`src/rtl/core/mode_space_projection_mac_macros.svh`:
```
// assertion macros shared by the mode space projection mac rtl
// expects clk_i and rst_ni in the scope of every use
`ifndef MODE_SPACE_PROJECTION_MAC_MACROS_SVH
`define MODE_SPACE_PROJECTION_MAC_MACROS_SVH

// property must hold at every clock edge outside reset
`define MSPM_ASSERT(lbl, prop, msg) \
  lbl: assert property (@(posedge clk_i) disable iff (!rst_ni) prop) else $error(msg);

// condition must never be seen outside reset
`define MSPM_ASSERT_NEVER(lbl, cond, msg) \
  lbl: assert property (@(posedge clk_i) disable iff (!rst_ni) !(cond)) else $error(msg);

`endif

```
`src/rtl/core/mspm_pkg.sv`:
```
// shared types and constants of the mode space projection mac
// no dependencies; imported by every module of the block except mspm_ram
package mspm_pkg;

  localparam int unsigned MAX_ATOMS = 256;
  localparam int unsigned MAX_MODES = 768;
  localparam int unsigned ROW_DEPTH = 3 * MAX_ATOMS;
  localparam int unsigned ACC_DEPTH = (ROW_DEPTH > MAX_MODES) ? ROW_DEPTH : MAX_MODES;
  localparam int unsigned ACC_AW    = $clog2(ACC_DEPTH);
  localparam int unsigned ACC_W     = 64;

  localparam int unsigned ATOM_W   = 8;
  localparam int unsigned AXIS_W   = 2;
  localparam int unsigned MODE_W   = 10;
  localparam int unsigned TGT_W    = 10;
  localparam int unsigned DATA_W   = 32;
  localparam int unsigned PROD_W   = 64;
  localparam int unsigned RND_W    = 34;
  localparam int unsigned ROW_W    = TGT_W + 1;
  localparam int unsigned CMP_W    = 16;
  localparam int unsigned ACNT_W   = 9;
  localparam int unsigned MCNT_W   = 10;

  localparam int unsigned QDEPTH   = 4;
  localparam int unsigned QPTR_W   = $clog2(QDEPTH);
  localparam int unsigned QCNT_W   = $clog2(QDEPTH + 1);

  localparam int unsigned PADDR_W  = 4;
  localparam int unsigned REG_IDX_W = 2;

  localparam logic [REG_IDX_W-1:0] REG_DIRECTION  = 2'd0;
  localparam logic [REG_IDX_W-1:0] REG_ATOM_COUNT = 2'd1;
  localparam logic [REG_IDX_W-1:0] REG_MODE_COUNT = 2'd2;

  localparam logic DIR_EXPAND  = 1'b0;
  localparam logic DIR_PROJECT = 1'b1;

  localparam logic signed [DATA_W-1:0] SUM_MAX = 32'sh7fff_ffff;
  localparam logic signed [DATA_W-1:0] SUM_MIN = 32'sh8000_0000;
  localparam logic signed [ACC_W-1:0]  ACC_MAX = 64'sh7fff_ffff_ffff_ffff;
  localparam logic signed [ACC_W-1:0]  ACC_MIN = 64'sh8000_0000_0000_0000;
  localparam logic signed [PROD_W-1:0] RND_HALF = 64'sh0000_0000_2000_0000;

  typedef struct packed {
    logic              direction;
    logic [ACNT_W-1:0] atom_count;
    logic [MCNT_W-1:0] mode_count;
  } cfg_t;

  typedef struct packed {
    logic [TGT_W-1:0]         target;
    logic signed [DATA_W-1:0] coefficient;
    logic signed [DATA_W-1:0] operand;
    logic                     first;
    logic                     err;
  } item_t;

  typedef struct packed {
    logic [TGT_W-1:0] target;
    logic             first;
    logic             err;
  } tag_t;

  typedef struct packed {
    logic [TGT_W-1:0]         target_index;
    logic signed [DATA_W-1:0] sum;
    logic                     saturated;
    logic                     index_error;
  } result_t;

endpackage

```
`src/rtl/core/mspm_front.sv`:
```
// front end: takes requests, checks indices and picks the accumulator
// depends on mspm_pkg
module mspm_front (
  input  mspm_pkg::cfg_t                      cfg_i,
  input  logic                                push_i,
  input  logic                                full_i,
  input  logic [mspm_pkg::ATOM_W-1:0]         atom_i,
  input  logic [mspm_pkg::AXIS_W-1:0]         axis_i,
  input  logic [mspm_pkg::MODE_W-1:0]         mode_index_i,
  input  logic signed [mspm_pkg::DATA_W-1:0]  coefficient_i,
  input  logic signed [mspm_pkg::DATA_W-1:0]  operand_i,
  input  logic                                first_i,
  output logic                                q_push_o,
  output mspm_pkg::item_t                     q_entry_o
);
  import mspm_pkg::*;

  logic             axis_ok;
  logic             atom_ok;
  logic             mode_ok;
  logic             row_ok;
  logic             valid;
  logic [ROW_W-1:0] row;

  always_comb begin
    axis_ok = (axis_i <= AXIS_W'(2));
    atom_ok = (CMP_W'(atom_i) < CMP_W'(cfg_i.atom_count)) &&
              (CMP_W'(atom_i) < CMP_W'(MAX_ATOMS));
    mode_ok = (CMP_W'(mode_index_i) < CMP_W'(cfg_i.mode_count)) &&
              (CMP_W'(mode_index_i) < CMP_W'(MAX_MODES));
    row     = ROW_W'({atom_i, 1'b0}) + ROW_W'(atom_i) + ROW_W'(axis_i);
    row_ok  = (cfg_i.direction == DIR_PROJECT) || (CMP_W'(row) < CMP_W'(ACC_DEPTH));
    valid   = axis_ok && atom_ok && mode_ok && row_ok;

    q_entry_o.coefficient = coefficient_i;
    q_entry_o.operand     = operand_i;
    q_entry_o.first       = first_i;
    q_entry_o.err         = !valid;
    if (!valid) begin
      q_entry_o.target = '0;
    end else if (cfg_i.direction == DIR_PROJECT) begin
      q_entry_o.target = TGT_W'(mode_index_i);
    end else begin
      q_entry_o.target = row[TGT_W-1:0];
    end
  end

  assign q_push_o = push_i && !full_i;

endmodule

```
`config.mk`:
```
export PLATFORM = sky130hd
export DESIGN_NAME = mspm_front
export DESIGN_NICKNAME = d
export VERILOG_FILES = /design/src/rtl/core/mode_space_projection_mac_macros.svh /design/src/rtl/core/mspm_pkg.sv /design/src/rtl/core/mspm_front.sv
export SDC_FILE = /design/constraint.sdc
export NUM_CORES = 1
export LEC_CHECK = 0
export BUFFER_PORTS_ARGS = -buffer_cell sky130_fd_sc_hd__buf_2
export CORE_UTILIZATION = 30
export DETAILED_ROUTE_END_ITERATION = 10
export PLACE_DENSITY = 0.7
export SYNTH_ARGS = -nofsm -noshare
export SYNTH_HDL_FRONTEND = slang
export SYNTH_SLANG_ARGS = --single-unit
```
`constraint.sdc`:
```
create_clock -name vclk -period 2.6
set_clock_uncertainty 0.1 [all_clocks]
set_input_delay 0.13 -clock vclk [all_inputs]
set_output_delay 0.13 -clock vclk [all_outputs]
set_load 0.01 [all_outputs]
```
# [After elaboration in Yosys (flattened, before gate mapping)]
# Cells that the tools add are included.
[word_totals] out_inout_bits=77 input_bits=107 regBits=0 wordCells=17
[classes] addsub=2 n_mux=2 reduce_logical=8 magnitude_cmp=5
[ops] op="10-bit 2-to-1 mux" count=2
[ops] op="10-bit by 2-bit adder with 11-bit output" count=1
[ops] op="11-bit by 10-bit less-than comparator with 1-bit output, second input constant" count=1
[ops] op="9-bit by 8-bit adder with 10-bit output" count=1
[ops] op="10-bit less-than comparator" count=1
[ops] op="10-bit less-than comparator, second input constant" count=1
[ops] op="8-bit by 9-bit less-than comparator with 1-bit output" count=1
[ops] op="1-bit logical AND" count=5
[ops] op="2-bit less-or-equal comparator, second input constant" count=1
[ops] op="1-bit logical NOT" count=2
[ops] op="1-bit logical OR" count=1

# [Logic depth before layout (Yosys ltp)]
# Gate-level depths: netlist of run 1.
[logic_depth] depth_word=6 mapped_depth=10 depth_no_buf=9

# [Least setup slack after synthesis of run 1]
# Ideal clock, no wire load.
[synth_timing] path_type="in2out" from="input atom_i[0] in the netlist's numbering" to="output q_entry_o[75] in the netlist's numbering" n_path_buf=1 required_ns=2.370 stages=9 t_arrival_ns=2.209 setup_slack_ns=0.161 cell_sequence="fa_1 ha_1 fa_1 nand3_1 a21oi_1 o21ai_0 mux2i_1 buf_6 nor4b_2"
[synth_rtl] element="start: declaration" line="mspm_front.sv:7" text="input logic [mspm_pkg::ATOM_W-1:0] atom_i,"
[synth_rtl] element="end: declaration" line="mspm_front.sv:14" text="output mspm_pkg::item_t q_entry_o"

==> out/results.ini, run 1 <==
[placed_design]
hpwl_um = 3120
port_buffers = 54
place_congestion = 0.836
place_area_um2 = 1630

[critical_path]
required_ns = 2.37
endpoint = q_entry_o[74]
arrival_ns = 2.33
cp-start-kind = input pin
critical_path_class = in -> out
crit_path_max_fanout = 3
endpoint_kind = output pin
crit_start = atom_i[0]

[grt]
antenna_found_initial = 0
grt_pass1_wl_um = 6180
grt_max_degree = 25
grt_pass1_vias = 1406
overflow = 0
grt_use_total = 0.124

[sta]
post-route-min-period_ns = 2.56
hold_slack_ns = 0.160
finalSetupViolCount = 0
max_slew_margin = 0.597
finalCritPeriodShare = 0.986
clock.fmax_mhz = 390
rsz0062_at_grt = yes
worstMarginPinSlew_ns = 0.605
report.final.hold_viol_count = 0
maxSlewViolCount = 0
tns_ns = 0

[finish]
register_area_um2 = 0
antenna_cells = 0
n_fill_cell = 574
nClkBuffers = 0
area_growth_pct = 5.33
final_util = 0.338
final_area_um2 = 1780
flops_and_latches = 0
layout.nets = 358
drive_above_1_share = 0.426

[power_and_ir_drop]
power.leakage_nw = 0.889
combPwrFrac = 1.000
internal_power_mw = 0.190
power_density_nw_per_um2 = 222
switchingPower_mw = 0.205
power_mw = 0.395
seq_power_share = 0
clockPowerShare = 0
vdd_ir_drop_max_v = 0.0000608
switching_share = 0.519

[floorplanning]
fp.coreArea_um2 = 5270
pin_count = 184
fp-row-count = 26
die_w_um = 77.1
die-area_um2 = 5940
chipHeight_um = 77.1
start_util = 0.321

[synthesis]
postSynthAreaPerCell_um2 = 7.80
synth_cell_types = 44
synth_area_um2 = 1690
synth_cells = 217
yosys_warnings = 0
syn-num-nets = 357
ys_seq_area_frac = 0

[routing]
drc = 0
via_per_inst = 4.79
drt_pass1_iterations = 5
drt_iter0_markers = 25
antenna_left = 0
avgRoutedWirePerCell_um = 13.2
drt-total-wl_um = 3770
vias = 1369

[hold_path]
hold_class = in -> out
worstHoldPathCells = 0
hp-start = operand_i[8]

[clock_network]
hold_buffers = 0

[run]
drv_cap = 0

[run_status]
status = finished, final reports clean

==> metal layers <==
layer,vias to the layer above,wire length (um),GRT usage
li1,694,-,-
met1,618,1590,0.143
met2,43,1880,0.233
met3,14,199,0.0119
met4,0,103,0.0453
met5,-,0,0
==> placed cells by master (no fill, tap or decap), types with 2 or more instances in the layout <==
cell type	instances
nand2_1	12
nor2_1	7
a2111oi_4	2
buf_2	51
nor4_4	4
a31oi_1	2
nor3_2	2
fa_2	2
o21ai_0	8
buf_6	4
nor3_1	2
nor4_2	3
mux2i_1	4
o21ai_1	2
nor3b_1	2
nand3_1	3
nor2b_1	3
inv_1	19
a21o_1	3
a21oi_1	10
ha_4	2
ha_1	29
buf_4	14
a211oi_1	2
==> area by class of cell <==
type / instances / area [um^2] / area share
repair buffers: 69 / 405 / 0.228
inverters: 19 / 71.3 / 0.0400
well taps: 70 / 87.6 / 0.0492
multi-input cells: 128 / 1220 / 0.683
==> logic make-up (layout without fill, tap and decap cells) <==
family,Yosys count,count (layout),share of synthesized area
buffers and inverters,89,88,0.351
and+or+nand+nor,49,49,0.188
AOI/OAI and AO/OA,40,40,0.174
adders and majority gates,33,33,0.253
muxes,5,5,0.0296
xor gates and xnor gates,1,1,0.00518
==> worst max-delay path, stage by stage <==
cell and delay (ns):
buf_6 0.10, fa_2 0.49, ha_4 0.19, buf_6 0.12, a211oi_4 0.29, nor3_2 0.07, nor3_2 0.16, buf_4 0.16
mux2i_4 0.07, a2111oi_4 0.37, buf_2 0.19
==> what timing repair did <==
item                                    CTS  global route
pin swaps                                11            12
endpoints found under the setup margin   11            11
setup buffers                             1             1
resized for setup                        12            12
hold endpoints to repair                  0             0
==> power groups by stage <==
stage | registers [mW] | clock network [mW] | logic (mW)
3_5_place_dp | 0 | 0 | 0.336
5_1_grt | 0 | 0 | 0.438
3_3_place_gp | 0 | 0 | 0.331
6_report | 0 | 0 | 0.395
4_1_cts | 0 | 0 | 0.363
2_1_floorplan | 0 | 0 | 0.315
==> cells in the mapped netlist (3+ instances only) <==
library cell / count / area (um^2)
buf_4: 65 / 488
ha_1: 31 / 388
inv_1: 19 / 71.3
nand2_1: 12 / 45.0
a21oi_1: 11 / 55.1
o21ai_0: 9 / 45.0
nor2_1: 7 / 26.3
nor4_2: 7 / 87.6
mux2i_1: 5 / 50.1
nand3_1: 4 / 20.0
a21o_1: 3 / 22.5
nor2b_1: 3 / 18.8
nor3_1: 3 / 15.0
==> through the flow <==
stage          cells  setup WS (ns)
2_1_floorplan    217          0.161
3_3_place_gp     284         -0.158
3_5_place_dp     284         -0.214
4_1_cts          285        -0.0270
5_1_grt          286        -0.0546
6_report         286         0.0366
==> how the worst min path moves through the flow <==
stage / to / slack [ns]
5_1_grt: q_entry_o[37] / 0.16
6_report: q_entry_o[10] / 0.16
4_1_cts: q_entry_o[15] / 0.16
3_3_place_gp: q_entry_o[15] / 0.16
3_5_place_dp: q_entry_o[15] / 0.16
2_1_floorplan: q_push_o / 0.21
No activity file was read; power rests on OpenSTA's default activity.
==> run 2, diff against run 1 <==
==> constraint.sdc (replaced) <==
create_clock -name vclk -period 3.25
set_clock_uncertainty 0.1 [all_clocks]
set_input_delay 0.65 -clock vclk [all_inputs]
set_output_delay 0.65 -clock vclk [all_outputs]
set_load 0.01 [all_outputs]
==> run 2 against run 1 <==
Net effect: the flow now finishes with violations (setup timing); utilization is 3.9 points higher; critical path type unchanged; highest routed layer unchanged; via count is 10% higher; critical endpoint is now q_entry_o[72]; design area is 12% higher.
==> out/results.ini, run 2 (same netlist as run 1, synthesis figures left out) <==
[power_and_ir_drop]
clockPowerShare = 0  ; about the same
switching_share = 0.496  ; was 0.519
seq_power_share = 0  ; about the same
power.leakage_nw = 0.984  ; was 0.889 nW
switchingPower_mw = 0.181  ; was 0.205 mW
vdd_ir_drop_max_v = 0.0000890  ; was 0.0000608 V
internal_power_mw = 0.184  ; was 0.190 mW
power_density_nw_per_um2 = 183  ; was 222 nW/um^2
combPwrFrac = 1.000  ; about the same

[finish]
layout.nets = 375  ; was 358
stdcell_count = 303  ; was 286
flops_and_latches = 0  ; unchanged
antenna_cells = 0  ; unchanged
register_area_um2 = 0  ; unchanged
final_common_cell = buf_2  ; unchanged
drive_above_1_share = 0.472  ; was 0.426
nClkBuffers = 0  ; unchanged
final_cell_mix = buf_2, ha_1, buf_4  ; was buf_2, ha_1, inv_1
final_util = 0.377  ; was 0.338
n_fill_cell = 560  ; was 574
multiInputGateArea_um2 = 1250  ; was 1220 um^2
area_growth_pct = 17.6  ; was 5.33%

[hold_path]
worstHoldPathCells = 0  ; unchanged
whs_endpoint = q_entry_o[10]  ; unchanged
hold_class = in -> out  ; unchanged
hp-start = operand_i[8]  ; unchanged

[sta]
worstMarginPinSlew_ns = 0.416  ; was 0.605 ns
finalSetupViolCount = 11  ; was 0
post-route-min-period_ns = 3.63
setup_slack_ns = -0.378  ; was 0.0366 ns
clock.fmax_mhz = 276
rsz0062_at_grt = yes  ; unchanged
max_slew_margin = 0.722  ; was 0.597
tns_ns = -3.80  ; was 0 ns
report.final.hold_viol_count = 0  ; unchanged
finalCritPeriodShare = 1.12
maxSlewViolCount = 0  ; unchanged

[critical_path]
path_buf_inv = 4  ; unchanged
critical_path_class = in -> out  ; unchanged
arrival_ns = 2.88  ; was 2.33 ns
endpoint_kind = output pin  ; unchanged
required_ns = 2.50  ; was 2.37 ns
crit_path_max_fanout = 6  ; was 3
cp_slowest_cell = fa_2  ; unchanged
cp-start-kind = input pin  ; unchanged
critPathTopFamily = adder cells  ; unchanged
slowest_delay_ns = 0.42  ; was 0.49 ns
crit_chain = buf_8 > fa_2 > ha_4 > a211oi_4 > nor3_2 > nor3_2 > mux2i_2 > buf_12 > buf_12 > nor4_4 > buf_2  ; was buf_6 > fa_2 > ha_4 > buf_6 > a211oi_4 > nor3_2 > nor3_2 > buf_4 > mux2i_4 > a2111oi_4 > buf_2

[routing]
drc = 0  ; unchanged
drt_pass1_iterations = 4  ; was 5
vias = 1507  ; was 1,369
drt-total-wl_um = 4190  ; was 3770 um
via_per_inst = 4.97  ; was 4.79
antenna_left = 0  ; unchanged
drt_iter0_markers = 33  ; was 25
avgRoutedWirePerCell_um = 13.8  ; was 13.2 um

[floorplanning]
die_w_um = 77.1  ; unchanged
start_util = 0.321  ; unchanged
pin_count = 184  ; unchanged
fp-row-count = 26  ; unchanged
die-area_um2 = 5940  ; unchanged
chipHeight_um = 77.1  ; unchanged
fp.coreArea_um2 = 5270  ; unchanged

[placed_design]
place_congestion = 0.865  ; was 0.836
dp_cells = 297  ; was 284
port_buffers = 54  ; unchanged
hpwl_um = 3570  ; was 3120 um

[grt]
overflow = 0  ; unchanged
grt_pass1_vias = 1487  ; was 1,406
grt_max_degree = 18  ; was 25
antenna_found_initial = 0  ; unchanged
grt_pass1_wl_um = 6800  ; was 6180 um
grt_use_total = 0.137  ; was 0.124

[run_status]
violations = setup timing
status = finished with violations  ; was finished, final reports clean

[run]
drv_cap = 0  ; unchanged

run 2: cell types whose count changed in the layout (fill, tap and decap cells not counted), moves of 3 or more:
cell / change
buf_4: +13
nor4_4: +3
buf_12: +4
nor4_2: -3
buf_6: -3
run 2: worst max path at each step:
stage | depth (start not counted) | end | slack (ns) | from
floorplan | 9 | q_entry_o[75] | -0.006 | atom_i[0]
detailed placement | 10 | q_entry_o[73] | -0.46 | atom_i[0]
global placement | 11 | q_entry_o[0] | -0.43 | atom_i[0]
finish | 11 | q_entry_o[72] | -0.38 | atom_i[1]
global route | 11 | q_entry_o[72] | -0.44 | atom_i[1]
CTS | 11 | q_entry_o[72] | -0.35 | axis_i[1]
run 2: area by class of cell:
| class | instances | share of cell area |
|---|---|---|
| well taps | 70 | 0.0440 |
| repair buffers | 86 | 0.294 |
| multi-input cells | 128 | 0.626 |
| inverters | 19 | 0.0358 |
run 2: routing by layer:
metal / global-route usage / vias to the layer above / part of all wire
li1: - / 728 / -
met1: 0.175 / 690 / 0.44
met2: 0.244 / 75 / 0.47
met3: 0.0143 / 14 / 0.071
met4: 0.0340 / 0 / 0.022
met5: 0 / - / 0
run 2: timing repair:
action                                  CTS  global route
setup buffers                             5             1
resized for setup                        13             5
endpoints found under the setup margin   11            11
hold buffers                              0             0
pin swaps                                 9             6
run 2: metrics by stage:
| stage | setup slack (ns) | hold WS (ns) | instance area, um^2 | power (mW) |
|---|---|---|---|---|
| CTS | -0.345 | 1.20 | 1960 | 0.355 |
| global route | -0.438 | 1.20 | 1990 | 0.400 |
| floorplan | -0.00636 | 1.25 | 1770 | 0.278 |
| finish | -0.378 | 1.20 | 1990 | 0.364 |
| detailed placement | -0.458 | 1.20 | 1870 | 0.330 |
| global placement | -0.428 | 1.20 | 1870 | 0.322 |
run 2: power groups by stage:
stage | registers [mW] | logic [mW] | clock network, mW
floorplan | 0 | 0.278 | 0
finish | 0 | 0.364 | 0
detailed placement | 0 | 0.330 | 0
global placement | 0 | 0.322 | 0
CTS | 0 | 0.355 | 0
global route | 0 | 0.400 | 0
==> run 3, diff against run 2 <==
PLACE_DENSITY = 0.73   (was 0.7)
==> run 3 against run 2 <==
Net effect: the run still ends with setup timing left; combinational power decreased by 5%; sequential share of layout area unchanged; clock-buffer cell count unchanged; die area unchanged; largest cell class unchanged.
==> out/results.ini, run 3 (same netlist as run 1, synthesis figures left out) <==
[run_status]
status = finished with violations  ; unchanged
violations = setup timing  ; unchanged

[placed_design]
dp_slack_ns = -0.487  ; was -0.458 ns
port_buffers = 54  ; unchanged
place_area_um2 = 1830  ; was 1870 um^2
hpwl_um = 3410  ; was 3570 um
place_congestion = 0.872  ; was 0.865

[critical_path]
endpoint = q_entry_o[0]  ; was q_entry_o[72]
crit_start = axis_i[1]  ; was atom_i[1]
endpoint_kind = output pin  ; unchanged
critical_path_class = in -> out  ; unchanged
required_ns = 2.50  ; about the same
arrival_ns = 2.84  ; was 2.88 ns
cp-start-kind = input pin  ; unchanged
crit_path_max_fanout = 7  ; was 6

[sta]
clock.fmax_mhz = 279  ; was 276 MHz
report.final.hold_viol_count = 0  ; unchanged
tns_ns = -3.49  ; was -3.80 ns
finalCritPeriodShare = 1.10  ; was 1.12
worstMarginPinSlew_ns = 0.377  ; was 0.416 ns
finalSetupViolCount = 11  ; unchanged
post-route-min-period_ns = 3.59  ; was 3.63 ns
max_slew_margin = 0.747  ; was 0.722
rsz0062_at_grt = yes  ; unchanged
maxSlewViolCount = 0  ; unchanged
setup_slack_ns = -0.340  ; was -0.378 ns

[finish]
final_area_um2 = 1950  ; was 1990 um^2
final_common_cell = buf_2  ; unchanged
final_cell_mix = buf_2, buf_4, ha_1  ; was buf_2, ha_1, buf_4
multiInputGateArea_um2 = 1240  ; was 1250 um^2
antenna_cells = 0  ; unchanged
layout.nets = 375  ; unchanged
n_fill_cell = 559  ; was 560
flops_and_latches = 0  ; unchanged
drive_above_1_share = 0.472  ; unchanged
register_area_um2 = 0  ; unchanged
area_growth_pct = 15.0  ; was 17.6%
nClkBuffers = 0  ; unchanged
final_util = 0.369  ; was 0.377

[routing]
avgRoutedWirePerCell_um = 13.4  ; was 13.8 um
drt_iter0_markers = 35  ; was 33
vias = 1461  ; was 1,507
drt_pass1_iterations = 4  ; unchanged
drt-total-wl_um = 4060  ; was 4190 um
drc = 0  ; unchanged
via_per_inst = 4.82  ; was 4.97
antenna_left = 0  ; unchanged

[floorplanning]
start_util = 0.321  ; unchanged
fp-row-count = 26  ; unchanged
fp.coreArea_um2 = 5270  ; unchanged
die-area_um2 = 5940  ; unchanged
chipHeight_um = 77.1  ; unchanged
die_w_um = 77.1  ; unchanged
pin_count = 184  ; unchanged

[power_and_ir_drop]
internal_power_mw = 0.173  ; was 0.184 mW
vdd_ir_drop_max_v = 0.0000737  ; was 0.0000890 V
power.leakage_nw = 0.975  ; was 0.984 nW
switchingPower_mw = 0.173  ; was 0.181 mW
seq_power_share = 0  ; about the same
power_density_nw_per_um2 = 178  ; was 183 nW/um^2
combPwrFrac = 1.000  ; about the same
clockPowerShare = 0  ; about the same
power_mw = 0.346  ; was 0.364 mW
switching_share = 0.501  ; was 0.496

[hold_path]
worstHoldPathCells = 0  ; unchanged
hold_class = in -> out  ; unchanged

[grt]
overflow = 0  ; unchanged
grt_pass1_wl_um = 6600  ; was 6800 um
antenna_found_initial = 0  ; unchanged
grt_pass1_vias = 1444  ; was 1,487
grt_use_total = 0.134  ; was 0.137
grt_max_degree = 15  ; was 18

[clock_network]
hold_buffers = 0  ; unchanged

[run]
drv_cap = 0  ; unchanged

==> run 3: cell types whose count changed in the layout (fill, tap and decap cells not counted) <==
cell / change
buf_12: -3
a2111oi_2: +1
a2111oi_1: -1
a21oi_2: -1
a21oi_1: +1
nand3_4: -1
buf_4: +3
nand3_2: +1
==> run 3: worst max-delay path, stage by stage <==
cell and delay, ns:
buf_8 0.10, fa_2 0.48, ha_4 0.20, fa_2 0.35, nand3_2 0.09, a21oi_2 0.06
o21ai_1 0.14, mux2i_2 0.11, buf_12 0.15, or3_1 0.36, buf_2 0.15
==> run 3: repair_timing <==
action,in CTS,in global routing
resized for setup,15,1
setup endpoints to repair,11,11
buffers inserted,6,0
pin swaps,8,3
==> run 3: worst min-delay path by stage <==
stage                  startpoint             to  slack (ns)
finish              operand_i[12]  q_entry_o[14]        1.20
global route        operand_i[15]  q_entry_o[17]        1.20
CTS                  operand_i[9]  q_entry_o[11]        1.20
detailed placement   operand_i[9]  q_entry_o[11]        1.20
global placement     operand_i[9]  q_entry_o[11]        1.20
floorplan                  full_i       q_push_o        1.25
==> run 3: stage by stage <==
step | hold slack [ns] | instances
after floorplan | 1.25 | 217
after global placement | 1.20 | 297
after detailed placement | 1.20 | 297
after CTS | 1.20 | 303
after global routing | 1.20 | 303
final | 1.20 | 303
==> run 3: power groups by stage <==
stage                     Clock [mW]  Combinational, mW  Sequential, mW
after global routing               0              0.382               0
after global placement             0              0.312               0
after floorplan                    0              0.278               0
final                              0              0.346               0
after detailed placement           0              0.317               0
after CTS                          0              0.345               0
==> run 3: area by class of cell <==
cell class,instances,area share
Timing Repair Buffer,86,0.281
Multi-Input combinational cell,128,0.637
Tap cell,70,0.0450
Inverter,19,0.0367
==> run 3: per-layer routing <==
layer | routed length, um | part of all wire | track usage
met3 | 339 | 0.084 | 0.0155
met5 | 0 | 0 | 0
met2 | 1890 | 0.47 | 0.238
met1 | 1750 | 0.43 | 0.168
met4 | 81 | 0.020 | 0.0377
