`src/rtl/core/mode_space_projection_mac_macros.svh`:
```
// assertion macros shared by the mode space projection mac rtl
// expects clk_i and rst_ni in the scope of every use
`ifndef MODE_SPACE_PROJECTION_MAC_MACROS_SVH
`define MODE_SPACE_PROJECTION_MAC_MACROS_SVH

// property must hold at every clock edge outside reset
`define MSPM_ASSERT(lbl, prop, msg) \
  lbl: assert property (@(posedge clk_i) disable iff (!rst_ni) prop) else $error(msg);

// condition must never be seen outside reset
`define MSPM_ASSERT_NEVER(lbl, cond, msg) \
  lbl: assert property (@(posedge clk_i) disable iff (!rst_ni) !(cond)) else $error(msg);

`endif

```
`src/rtl/core/mspm_pkg.sv`:
```
// shared types and constants of the mode space projection mac
// no dependencies; imported by every module of the block except mspm_ram
package mspm_pkg;

  localparam int unsigned MAX_ATOMS = 256;
  localparam int unsigned MAX_MODES = 768;
  localparam int unsigned ROW_DEPTH = 3 * MAX_ATOMS;
  localparam int unsigned ACC_DEPTH = (ROW_DEPTH > MAX_MODES) ? ROW_DEPTH : MAX_MODES;
  localparam int unsigned ACC_AW    = $clog2(ACC_DEPTH);
  localparam int unsigned ACC_W     = 64;

  localparam int unsigned ATOM_W   = 8;
  localparam int unsigned AXIS_W   = 2;
  localparam int unsigned MODE_W   = 10;
  localparam int unsigned TGT_W    = 10;
  localparam int unsigned DATA_W   = 32;
  localparam int unsigned PROD_W   = 64;
  localparam int unsigned RND_W    = 34;
  localparam int unsigned ROW_W    = TGT_W + 1;
  localparam int unsigned CMP_W    = 16;
  localparam int unsigned ACNT_W   = 9;
  localparam int unsigned MCNT_W   = 10;

  localparam int unsigned QDEPTH   = 4;
  localparam int unsigned QPTR_W   = $clog2(QDEPTH);
  localparam int unsigned QCNT_W   = $clog2(QDEPTH + 1);

  localparam int unsigned PADDR_W  = 4;
  localparam int unsigned REG_IDX_W = 2;

  localparam logic [REG_IDX_W-1:0] REG_DIRECTION  = 2'd0;
  localparam logic [REG_IDX_W-1:0] REG_ATOM_COUNT = 2'd1;
  localparam logic [REG_IDX_W-1:0] REG_MODE_COUNT = 2'd2;

  localparam logic DIR_EXPAND  = 1'b0;
  localparam logic DIR_PROJECT = 1'b1;

  localparam logic signed [DATA_W-1:0] SUM_MAX = 32'sh7fff_ffff;
  localparam logic signed [DATA_W-1:0] SUM_MIN = 32'sh8000_0000;
  localparam logic signed [ACC_W-1:0]  ACC_MAX = 64'sh7fff_ffff_ffff_ffff;
  localparam logic signed [ACC_W-1:0]  ACC_MIN = 64'sh8000_0000_0000_0000;
  localparam logic signed [PROD_W-1:0] RND_HALF = 64'sh0000_0000_2000_0000;

  typedef struct packed {
    logic              direction;
    logic [ACNT_W-1:0] atom_count;
    logic [MCNT_W-1:0] mode_count;
  } cfg_t;

  typedef struct packed {
    logic [TGT_W-1:0]         target;
    logic signed [DATA_W-1:0] coefficient;
    logic signed [DATA_W-1:0] operand;
    logic                     first;
    logic                     err;
  } item_t;

  typedef struct packed {
    logic [TGT_W-1:0] target;
    logic             first;
    logic             err;
  } tag_t;

  typedef struct packed {
    logic [TGT_W-1:0]         target_index;
    logic signed [DATA_W-1:0] sum;
    logic                     saturated;
    logic                     index_error;
  } result_t;

endpackage

```
`src/rtl/core/mspm_queue.sv`:
```
// small request queue between front end and accumulate pipeline
// depends on mspm_pkg and the assertion macro header
`include "mode_space_projection_mac_macros.svh"

module mspm_queue (
  input  logic            clk_i,
  input  logic            rst_ni,
  input  logic            push_i,
  input  mspm_pkg::item_t entry_i,
  output logic            full_o,
  input  logic            pop_i,
  output mspm_pkg::item_t head_o,
  output logic            valid_o
);
  import mspm_pkg::*;

  item_t              slot_q [QDEPTH];
  logic [QPTR_W-1:0]  wr_ptr_q, wr_ptr_d;
  logic [QPTR_W-1:0]  rd_ptr_q, rd_ptr_d;
  logic [QCNT_W-1:0]  count_q, count_d;
  logic               do_push;
  logic               do_pop;

  assign full_o  = (count_q == QCNT_W'(QDEPTH));
  assign valid_o = (count_q != '0);
  assign head_o  = slot_q[rd_ptr_q];
  assign do_push = push_i && !full_o;
  assign do_pop  = pop_i && valid_o;

  always_comb begin
    wr_ptr_d = do_push ? wr_ptr_q + QPTR_W'(1) : wr_ptr_q;
    rd_ptr_d = do_pop ? rd_ptr_q + QPTR_W'(1) : rd_ptr_q;
    count_d  = count_q;
    if (do_push && !do_pop) begin
      count_d = count_q + QCNT_W'(1);
    end else if (do_pop && !do_push) begin
      count_d = count_q - QCNT_W'(1);
    end
  end

  always_ff @(posedge clk_i or negedge rst_ni) begin
    if (!rst_ni) begin
      wr_ptr_q <= '0;
      rd_ptr_q <= '0;
      count_q  <= '0;
    end else begin
      wr_ptr_q <= wr_ptr_d;
      rd_ptr_q <= rd_ptr_d;
      count_q  <= count_d;
    end
  end

  always_ff @(posedge clk_i) begin
    if (do_push) begin
      slot_q[wr_ptr_q] <= entry_i;
    end
  end

  `MSPM_ASSERT(a_count_bound, count_q <= QCNT_W'(QDEPTH), "queue count above depth")
  `MSPM_ASSERT(a_push_grows, (do_push && !do_pop) |=> (count_q == $past(count_q) + QCNT_W'(1)), "queue count did not grow on push")
  `MSPM_ASSERT_NEVER(a_pop_empty, pop_i && (count_q == '0), "pop from empty queue")

endmodule

```
`config.mk`:
```
export PLATFORM = sky130hd
export DESIGN_NAME = mspm_queue
export DESIGN_NICKNAME = d
export VERILOG_FILES = /design/src/rtl/core/mspm_pkg.sv /design/src/rtl/core/mspm_queue.sv
export VERILOG_INCLUDE_DIRS = /design/src /design/src/rtl/core
export SDC_FILE = /design/constraint.sdc
export NUM_CORES = 1
export LEC_CHECK = 0
export ABC_AREA = 1
export BUFFER_PORTS_ARGS = -buffer_cell sky130_fd_sc_hd__buf_2
export CORE_MARGIN = 2
export CORE_UTILIZATION = 45
export CTS_CLUSTER_DIAMETER = 80
export DETAILED_ROUTE_END_ITERATION = 7
export RECOVER_POWER = 100
export SYNTH_ARGS = -nofsm -noshare
export SYNTH_HDL_FRONTEND = slang
export SYNTH_SLANG_ARGS = --single-unit
```
`constraint.sdc`:
```
create_clock -name clk_i -period 13.4 [get_ports clk_i]
set_input_delay 2.01 -clock clk_i [delete_from_list [all_inputs] [get_ports clk_i]]
set_output_delay 2.01 -clock clk_i [all_outputs]
set_load 0.02 [all_outputs]
```
Word-level counts from Yosys, hierarchy flattened
Memories as Yosys holds them, arrays and structs flattened.
Cells that the tools add are included.
{"block": "classes", "add_sub_neg": 4, "n_eq_ne": 1, "n_mux": 4, "n_reduce_logical": 9}
{"op": "2-to-1 mux 3 bit", "n": 2}
{"op": "adder 2 x 1 -> 2 bit, second input constant", "n": 2}
{"op": "logical AND 1 bit", "n": 4}
{"op": "adder 3 x 1 -> 3 bit, second input constant", "n": 1}
{"op": "== test 3 bit, second input constant", "n": 1}
{"op": "logical NOT 1 bit", "n": 3}
{"op": "nonzero test 3 bit", "n": 1}
{"op": "subtractor 3 x 1 -> 3 bit, second input constant", "n": 1}
{"op": "2-to-1 mux 1 bit", "n": 2}
{"op": "nonzero test 2 bit", "n": 1}
{"block": "word_totals", "ff_bits": 7, "ram_bits": 304, "input_bits": 80, "out_inout_bits": 78, "word_cells": 22, "mem_count": 1}
{"name": "slot_q", "depth": 4, "word_bits": 76, "rd": 1, "rd_clocked_by_memory_dff": 0, "write_ports": 1, "line": "mspm_queue.sv:17", "source": "item_t slot_q [QDEPTH];"}

Longest topological paths before layout
Gate-level depths: netlist of the first run.
{"block": "depth", "depth_word": 7, "ltp_mapped": 12, "depth_no_buf": 12}

Worst setup path after synthesis of the first run
No wires, ideal clock.
{"block": "synth_path", "path_type": "input -> register", "startpoint": "input push_i", "endpoint": "memory slot_q[0][0] (netlist bit), enable pin", "t_arrival_ns": 5.326, "required_time_ns": 12.889, "slack_ns": 7.563, "cell_stages": 2, "n_path_buf": 0, "cell_sequence": "nand2_1 nor2_1"}
{"block": "synth_between", "elab_chain_cells": 3}
{"item": "start, declared", "line": "mspm_queue.sv:8", "source": "input logic push_i,"}
{"item": "logical AND 1 bit", "line": "mspm_queue.sv:27", "source": "assign do_push = push_i && !full_o;"}
{"item": "2-to-1 mux 1 bit", "line": "mspm_queue.sv:54", "source": "if (do_push) begin"}
{"item": "2-to-1 mux 1 bit (not written as such)", "line": "mspm_queue.sv:55", "source": "slot_q[wr_ptr_q] <= entry_i;"}
{"item": "end, declared", "line": "mspm_queue.sv:17"}
Every way passes these cells.

==> impl_metrics.env, run 1 <==
export IMPL_cap_violations=7
export IMPL_synth_nets=1033
export IMPL_cts_tree="done"
export IMPL_area_delta_synth_final_pct=14.7
export IMPL_ys_top_cells_by_area="edfxtp_1 74%, o211ai_1 9.2%, nand2_1 7.4%"
export IMPL_rrSetupSlack_ps=7830
export IMPL_ys_warn_count=0
export IMPL_synth_area_sq_um=12400
export IMPL_synth_seq_cells=311
export IMPL_startpoint_type="flop"
export IMPL_coreArea_sq_um=27000
export IMPL_hold_class="flop to flop"
export IMPL_muxShareOfSynthArea_pct=0
export IMPL_critPathRequiredTime_ps=11390
export IMPL_drive_above_1_share_pct=4.47
export IMPL_drtPass1Iterations=5
export IMPL_instances_no_fill=1461
export IMPL_grt_pass1_vias=6915
export IMPL_dp_hpwl_microns=12700
export IMPL_worst_endpoint_arrival_ps=4820
export IMPL_syn_area_per_cell_sq_um=13.1
export IMPL_die_width_microns=170
export IMPL_setup_viol=0
export IMPL_placed_cells=1403
export IMPL_synthArstFlopShare_pct=2.25
export IMPL_synth_top_family_by_area="compound AO/OA/AOI/OAI gates"
export IMPL_p_clk_share_pct=25.7
export IMPL_maxSlewViolCount=361
export IMPL_wl_per_cell_microns=16.0
export IMPL_clkTransAtPathRegs_ps=60
export IMPL_yosys_area_share_xor_xnor_pct=0.0705
export IMPL_yosys_area_share_simple_pct=7.89
export IMPL_pwr_density_cell_nw_per_um2=232
export IMPL_grt_overflow_total=0
export IMPL_synth_cell_type_count=18
export IMPL_cts_made_buffers=31
export IMPL_cts_repair_resize_count=0
export IMPL_place_gp_congestion=0.712
export IMPL_fmax_mhz=147
export IMPL_cts_setup_buffers=0
export IMPL_cts_num_sinks=311
export IMPL_totalPowerFinal_uw=3300
export IMPL_drtIter0Drc=463
export IMPL_critPathKind="flop to primary output"
export IMPL_sw_frac_of_total_pct=36.7
export IMPL_cts_buffer_depth=3
export IMPL_post_synth_top_area_fraction_pct=73.5
export IMPL_internal_power_uw=2090
export IMPL_start_util_pct=45.9
export IMPL_skew_ps=15.3
export IMPL_yosysSeqAreaShare_pct=74.9
export IMPL_tns_ps=0
export IMPL_via_per_inst=4.94
export IMPL_worst_pin_slew_ps=4450
export IMPL_max_slew_margin_pct=-197
export IMPL_yosysTopAreaCell="edfxtp_1"
export IMPL_drc_errors=0
export IMPL_grt_start_max_net_pins=192
export IMPL_pwr_share_seq_pct=40.9
export IMPL_cp_max_fo=71
export IMPL_grt_use_total_pct=16.1
export IMPL_ant_nets=0
export IMPL_clk_latency_ps=540
export IMPL_p_comb_share_pct=33.4
export IMPL_totalWireLength_microns=23300
export IMPL_p_leak_uw=0.00540
export IMPL_violations="capacitance limit, slew limit"
export IMPL_vdd_drop_max_mv=0.153
export IMPL_synthCells=947
export IMPL_io_pin_count=158
export IMPL_synth_compound_area_share_pct=9.23
export IMPL_grt_pass1_wl_microns=36100
export IMPL_synth_most_common_cell="edfxtp_1"
export IMPL_htreeDepth=1
export IMPL_fin_crit_sh_pct=50.9
export IMPL_rows=60
export IMPL_fin_crit_ps=6830
export IMPL_vias=7221
export IMPL_p_sw_uw=1210
export IMPL_end_kind="primary output"
export IMPL_cts_root_buf="clkbuf_16"
export IMPL_cts_hold_fix_buffers=0
export IMPL_status="complete, but fails checks"
export IMPL_dieArea_sq_um=28900
export IMPL_synth_edf_count=304
export IMPL_io_buffers=157
export IMPL_antenna_found_initial=4
export IMPL_rsz0062_at_grt="false"
export IMPL_fp_dieH_microns=170
export IMPL_hold_violations=0
export IMPL_synth_fa_ha_area_share_pct=0.665
export IMPL_synth_common_cells="304 x edfxtp_1, 246 x nand2_1, 166 x inv_1, 152 x o211ai_1, 29 x buf_2"
export IMPL_nets=1181
export IMPL_ys_flop_type="edfxtp_1"
placed cells by master, fill, tap and decap left out:
cell / instances
clkinvlp_4: 1
nand3_1: 7
clkinv_2: 3
buf_4: 2
fa_1: 1
clkinv_4: 1
inv_2: 1
edfxtp_1: 304
ha_1: 5
o211ai_1: 152
inv_8: 1
inv_1: 166
nand2_1: 246
xnor2_1: 1
buf_2: 3
nand4_1: 1
o21ai_0: 1
clkbuf_1: 171
bufinv_16: 4
diode_2: 1
dfrtp_1: 7
clkbuf_16: 31
clkinv_1: 4
clkbuf_8: 2
nor2_1: 3
nor2_4: 1
cells by family (layout without fill, tap and decap cells):
kind of cell	count (synthesis)	after routing
buf+inv	218	390
fa+ha+maj	6	6
compound gates	153	153
flops	311	311
other cells	0	1
simple gates	258	258
xor+xnor	1	1
routing by layer:
layer | share of wire, % | wire length [microns] | up-vias | global-route usage (%)
li1 | - | - | 3606 | -
met1 | 43 | 10100 | 3422 | 20.6
met2 | 48 | 11200 | 141 | 27.5
met3 | 6.3 | 1470 | 46 | 3.77
met4 | 2.2 | 517 | 6 | 4.83
met5 | 0.15 | 36 | - | 0
power by group through the flow:
stage | Combinational (uW) | Sequential [uW] | Clock [uW]
2_1_floorplan | 819 | 1350 | 0
3_3_place_gp | 1160 | 1350 | 0
3_5_place_dp | 1170 | 1350 | 0
4_1_cts | 1180 | 1330 | 865
5_1_grt | 1230 | 1360 | 903
6_report | 1100 | 1350 | 847
flip-flops by register name (all words and copies together) (netlist names):
signal and cells:
count_q 3, wr_ptr_q 2, rd_ptr_q 2, slot_q 304
through the flow:
step	util, %	area [sq um]	setup WS (ps)	hold WS (ps)
3_5_place_dp	49.8	13500	8650	490
2_1_floorplan	-	12400	7560	463
4_1_cts	53.6	14500	8070	502
6_report	52.7	14200	6570	501
5_1_grt	52.7	14200	6150	519
3_3_place_gp	49.8	13500	8710	480
path summary, 6_finish.rpt:
kind                       cells past startpoint             to   startpoint
max in group asynchronous                      1     count_q[0]       rst_ni
hold / removal                                 2     count_q[2]   count_q[2]
hold reg to reg                                2     count_q[2]   count_q[2]
setup reg to reg                               5  slot_q[1][19]   count_q[0]
min in group asynchronous                      1    wr_ptr_q[1]       rst_ni
setup / recovery                               4     head_o[25]  rd_ptr_q[1]
worst max-delay path, cell delays in order (launching register included):
cell and delay, ps:
dfrtp_1 540, clkbuf_1 2850, o211ai_1 320, nand2_1 280, clkbuf_1 260
final cells by class:
type	instances	area (sq um)
multi-input combinational	418	2220
clock buffer	44	845
tap	341	427
fill	2355	12800
inverter	168	638
sequential	311	9300
timing repair buffer	165	631
antenna	1	2.50
clock inverter	13	166
No activity file was read; power rests on OpenSTA's default activity.
==> run 2: changes to the inputs <==
- clock period: 13.4 -> 6.85 ns (I/O delays scaled with it)
==> impl_metrics.env, run 2 (synthesis results as in run 1) <==
export IMPL_internal_power_uw=4150
export IMPL_start_util_pct=45.9
export IMPL_cts_repair_resize_count=0
export IMPL_grt_pass1_wl_microns=36300
export IMPL_rrSetupSlack_ps=1960
export IMPL_p_clk_share_pct=27.2
export IMPL_multiInputGateArea_sq_um=2220
export IMPL_largest_reg_flops=304
export IMPL_via_per_inst=4.88
export IMPL_sw_frac_of_total_pct=36.7
export IMPL_worst_endpoint_arrival_ps=4990
export IMPL_cts_made_buffers=34
export IMPL_totalWireLength_microns=23800
export IMPL_tns_ps=0
export IMPL_r2r_worst_path_cells=5
export IMPL_seq_area_sq_um=9310
export IMPL_area_delta_synth_final_pct=15.5
export IMPL_critPathBufInv=2
export IMPL_worst_pin_slew_ps=3230
export IMPL_p_comb_share_pct=33.0
export IMPL_violations="capacitance limit, slew limit"
export IMPL_nets=1183
export IMPL_end_kind="flop"
export IMPL_antenna_found_initial=1
export IMPL_coreArea_sq_um=27000
export IMPL_wl_per_cell_microns=16.2
export IMPL_cpLargestDelayFamily="simple AND/OR/NAND/NOR gates"
export IMPL_clkTransAtPathRegs_ps=60
export IMPL_drive_above_1_share_pct=5.70
export IMPL_cts_tree="done"
export IMPL_fin_crit_sh_pct=71.3
export IMPL_drtPass1Iterations=4
export IMPL_max_slew_margin_pct=-116
export IMPL_drc_errors=0
export IMPL_r2r_end="slot_q[2][59]"
export IMPL_fillers=2348
export IMPL_r2r_start="count_q[0]"
export IMPL_cts_buffer_depth=3
export IMPL_cts_root_buf="clkbuf_16"
export IMPL_cts_setup_buffers=0
export IMPL_status="complete, but fails checks"
export IMPL_instances_no_fill=1465
export IMPL_rsz0062_at_grt="false"
export IMPL_pwr_density_cell_nw_per_um2=457
export IMPL_crit_chain="inv_1, nand3_1, nand2_1, nor2_1, clkbuf_2"
export IMPL_fp_dieH_microns=170
export IMPL_regMostFlops="slot_q"
export IMPL_p_leak_uw=0.00549
export IMPL_placed_area_sq_um=13500
export IMPL_cts_hold_fix_buffers=0
export IMPL_setup_viol=0
export IMPL_fmax_mhz=205
export IMPL_ant_nets=0
export IMPL_startpoint_type="flop"
export IMPL_p_sw_uw=2410
export IMPL_dp_hpwl_microns=13200
export IMPL_critPathRequiredTime_ps=6960
export IMPL_critPathSlowestCell="nor2_1"
export IMPL_drtIter0Drc=434
export IMPL_place_gp_congestion=0.710
export IMPL_rows=60
export IMPL_vdd_drop_max_mv=0.424
export IMPL_hold_class="primary input to async pin"
export IMPL_layout_commonest_cell="edfxtp_1"
export IMPL_design_area_sq_um=14300
export IMPL_grt_start_max_net_pins=236
export IMPL_maxSlewViolCount=289
export IMPL_cp_max_fo=45
export IMPL_fin_crit_ps=4890
export IMPL_io_buffers=157
export IMPL_dieArea_sq_um=28900
export IMPL_grt_pass1_vias=6713
export IMPL_vias=7149
export IMPL_final_cell_mix="304 x edfxtp_1, 246 x nand2_1, 167 x inv_1"
export IMPL_io_pin_count=158
export IMPL_placed_cells=1402
export IMPL_largestRegisters="slot_q: 304 flops, count_q: 3 flops"
export IMPL_htreeDepth=2
export IMPL_clk_latency_ps=500
export IMPL_cp_num_cells=5
export IMPL_cap_violations=6
export IMPL_critPathKind="flop to flop"
export IMPL_hold_violations=0
export IMPL_grt_use_total_pct=16.5
export IMPL_skew_ps=8.87
export IMPL_cts_num_sinks=311
export IMPL_max_stage_delay_ps=2380
export IMPL_pwr_share_seq_pct=39.8
export IMPL_die_width_microns=170
export IMPL_grt_overflow_total=0
==> run 2: cell count changes in the layout (fill, tap and decap cells not counted), sizes merged <==
cell | previous run | this run
buf | 5 | 8
bufinv | 4 | 3
clkbuf | 204 | 197
clkinv | 8 | 17
clkinvlp | 1 | 0
inv | 168 | 169
==> run 2: per-layer routing <==
| metal | vias up | share of wire, % | track usage [%] |
|---|---|---|---|
| met5 | - | 0.055 | 0 |
| met4 | 2 | 1.9 | 4.65 |
| met3 | 41 | 5.2 | 3.63 |
| met2 | 150 | 49 | 28.0 |
| met1 | 3356 | 44 | 21.5 |
| li1 | 3600 | - | - |
==> run 2: worst max-delay path by stage <==
stage	from	end	slack [ps]
6_report	count_q[0]	slot_q[2][59]	1960
5_1_grt	count_q[0]	slot_q[2][61]	1420
4_1_cts	rd_ptr_q[0]	head_o[9]	2710
3_5_place_dp	rd_ptr_q[0]	head_o[9]	3250
3_3_place_gp	rd_ptr_q[0]	head_o[72]	3360
2_1_floorplan	push_i	slot_q[0][0]	2000
==> run 2: cell type report <==
| class | instances | share of cell area (%) |
|---|---|---|
| clock inverter | 21 | 1.21 |
| multi-input combinational | 418 | 15.5 |
| clock buffer | 41 | 6.56 |
| sequential | 311 | 64.9 |
| inverter | 168 | 4.45 |
| antenna | 1 | 0.0174 |
| timing repair buffer | 164 | 4.45 |
| tap | 341 | 2.97 |
==> run 2: power groups by stage <==
| stage | clock, uW | sequential (uW) | combinational, uW |
|---|---|---|---|
| 2_1_floorplan | 0 | 2650 | 1600 |
| 3_3_place_gp | 0 | 2630 | 2280 |
| 3_5_place_dp | 0 | 2630 | 2310 |
| 4_1_cts | 1820 | 2590 | 2310 |
| 5_1_grt | 1900 | 2640 | 2410 |
| 6_report | 1780 | 2610 | 2160 |
==> run 2: metrics by stage <==
stage          total power, uW  hold slack (ps)  worst slack (ps)  utilization (%)
6_report                  6550              423              1960             53.1
5_1_grt                   6950              442              1420             53.1
4_1_cts                   6730              342              2710             53.9
3_5_place_dp              4940              486              3250             49.8
3_3_place_gp              4900              477              3360             49.8
2_1_floorplan             4250              463              2000                -
==> run 3: changes to the inputs <==
- PLACE_DENSITY: default -> 0.67
- clock period: 6.85 -> 4.3 ns (I/O delays scaled with it)
==> impl_metrics.env, run 3 (synthesis results as in run 1) <==
export IMPL_status="complete, but fails checks"
export IMPL_violations="capacitance limit, slew limit"
export IMPL_design_area_sq_um=14400
export IMPL_die_width_microns=170
export IMPL_cp_max_fo=43
export IMPL_final_cell_mix="304 x edfxtp_1, 246 x nand2_1, 167 x inv_1"
export IMPL_max_slew_margin_pct=-79.3
export IMPL_clkTransAtPathRegs_ps=60
export IMPL_fp_dieH_microns=170
export IMPL_layout_commonest_cell="edfxtp_1"
export IMPL_cts_tree="done"
export IMPL_critPathKind="flop to primary output"
export IMPL_end_kind="primary output"
export IMPL_start_util_pct=45.9
export IMPL_nets=1193
export IMPL_wl_per_cell_microns=15.8
export IMPL_cts_setup_buffers=0
export IMPL_hold_class="primary input to flop"
export IMPL_placed_cells=1411
export IMPL_vias=7244
export IMPL_coreArea_sq_um=27000
export IMPL_r2r_end="slot_q[1][37]"
export IMPL_drtPass1Iterations=5
export IMPL_pwr_share_seq_pct=40.2
export IMPL_dp_hpwl_microns=13500
export IMPL_sw_frac_of_total_pct=36.6
export IMPL_placed_area_sq_um=13600
export IMPL_worst_endpoint_arrival_ps=2920
export IMPL_r2r_start="count_q[0]"
export IMPL_htreeDepth=2
export IMPL_whs_ps=401
export IMPL_grt_start_max_net_pins=181
export IMPL_vdd_drop_max_mv=0.438
export IMPL_p_clk_share_pct=26.4
export IMPL_critPathSlowestCell="inv_1"
export IMPL_hp_start="entry_i[13]"
export IMPL_largestRegisters="slot_q: 304 flops, count_q: 3 flops"
export IMPL_regMostFlops="slot_q"
export IMPL_worst_pin_slew_ps=2690
export IMPL_cts_root_buf="clkbuf_16"
export IMPL_hold_end="slot_q[3][13]"
export IMPL_io_buffers=157
export IMPL_cts_hold_fix_buffers=1
export IMPL_rsz0062_at_grt="false"
export IMPL_drive_above_1_share_pct=5.68
export IMPL_hold_violations=0
export IMPL_internal_power_uw=6550
export IMPL_largest_reg_flops=304
export IMPL_cts_buffer_depth=3
export IMPL_cts_num_sinks=311
export IMPL_skew_ps=11.0
export IMPL_area_delta_synth_final_pct=16.0
export IMPL_grt_pass1_wl_microns=35900
export IMPL_min_path_cells=1
export IMPL_startpoint_type="flop"
export IMPL_ant_nets=0
export IMPL_p_leak_uw=0.00548
export IMPL_instances_no_fill=1471
export IMPL_p_comb_share_pct=33.5
export IMPL_p_sw_uw=3780
export IMPL_cpLargestDelayFamily="buffers and inverters"
export IMPL_pwr_density_cell_nw_per_um2=718
export IMPL_place_gp_congestion=0.737
export IMPL_totalWireLength_microns=23200
export IMPL_grt_use_total_pct=16.2
export IMPL_io_pin_count=158
export IMPL_maxSlewViolCount=154
export IMPL_totalPowerFinal_uw=10300
export IMPL_rrSetupSlack_ps=840
export IMPL_clk_latency_ps=490
export IMPL_critPathBufInv=3
export IMPL_crit_chain="inv_1, buf_12, o211ai_1, nand2_1, clkbuf_1"
export IMPL_fin_crit_sh_pct=82.8
export IMPL_rows=60
export IMPL_setup_viol=0
export IMPL_critPathRequiredTime_ps=3650
export IMPL_antenna_found_initial=4
export IMPL_drc_errors=0
export IMPL_max_stage_delay_ps=1040
export IMPL_cap_violations=5
export IMPL_drtIter0Drc=437
export IMPL_tns_ps=0
export IMPL_fmax_mhz=281
export IMPL_cts_made_buffers=34
export IMPL_grt_pass1_vias=6781
export IMPL_via_per_inst=4.92
export IMPL_r2r_worst_path_cells=5
export IMPL_grt_overflow_total=0
export IMPL_fin_crit_ps=3560
export IMPL_dieArea_sq_um=28900
export IMPL_cts_repair_resize_count=0
run 3: cell count changes in the layout (fill, tap and decap cells not counted), moves of 4 or more:
cell      delta
clkbuf_1     +9
clkinv_2     -6
clkinv_1     -5
buf_4        +4
run 3: final cells by class:
class	count	area, sq um
antenna	4	10.0
clock buffer	44	940
clock inverter	11	110
fill	2314	12600
inverter	168	638
multi-input combinational	418	2230
sequential	311	9310
tap	341	427
timing repair buffer	174	739
run 3: worst max-delay path by stage:
stage                      startpoint      endpoint  slack [ps]  depth (start not counted)
after floorplan                push_i  slot_q[0][0]        -170                          2
after global placement    rd_ptr_q[0]    head_o[27]        1720                          5
after detailed placement  rd_ptr_q[0]    head_o[24]        1670                          6
after CTS                 rd_ptr_q[0]    head_o[24]        1140                          6
after global routing      rd_ptr_q[1]    head_o[17]         510                          5
final                     rd_ptr_q[1]     head_o[8]         740                          5
run 3: metal layers:
metal	track usage, %	vias up	routed length, microns
met1	21.2	3433	10200
met2	27.1	144	11200
met5	0	-	0
met4	5.02	0	479
li1	-	3631	-
met3	3.81	36	1240
run 3: power by group through the flow:
stage	logic, uW	clock network (uW)	registers [uW]
global placement	3660	0	4170
floorplan	2550	0	4220
global route	3870	2910	4200
finish	3460	2730	4150
detailed placement	3720	0	4190
CTS	3730	2790	4130
run 3: through the flow:
stage / utilization, % / worst slack (ps)
6_report: 53.3 / 740
2_1_floorplan: - / -172
3_3_place_gp: 50.3 / 1720
5_1_grt: 53.3 / 507
3_5_place_dp: 50.3 / 1670
4_1_cts: 54.2 / 1140
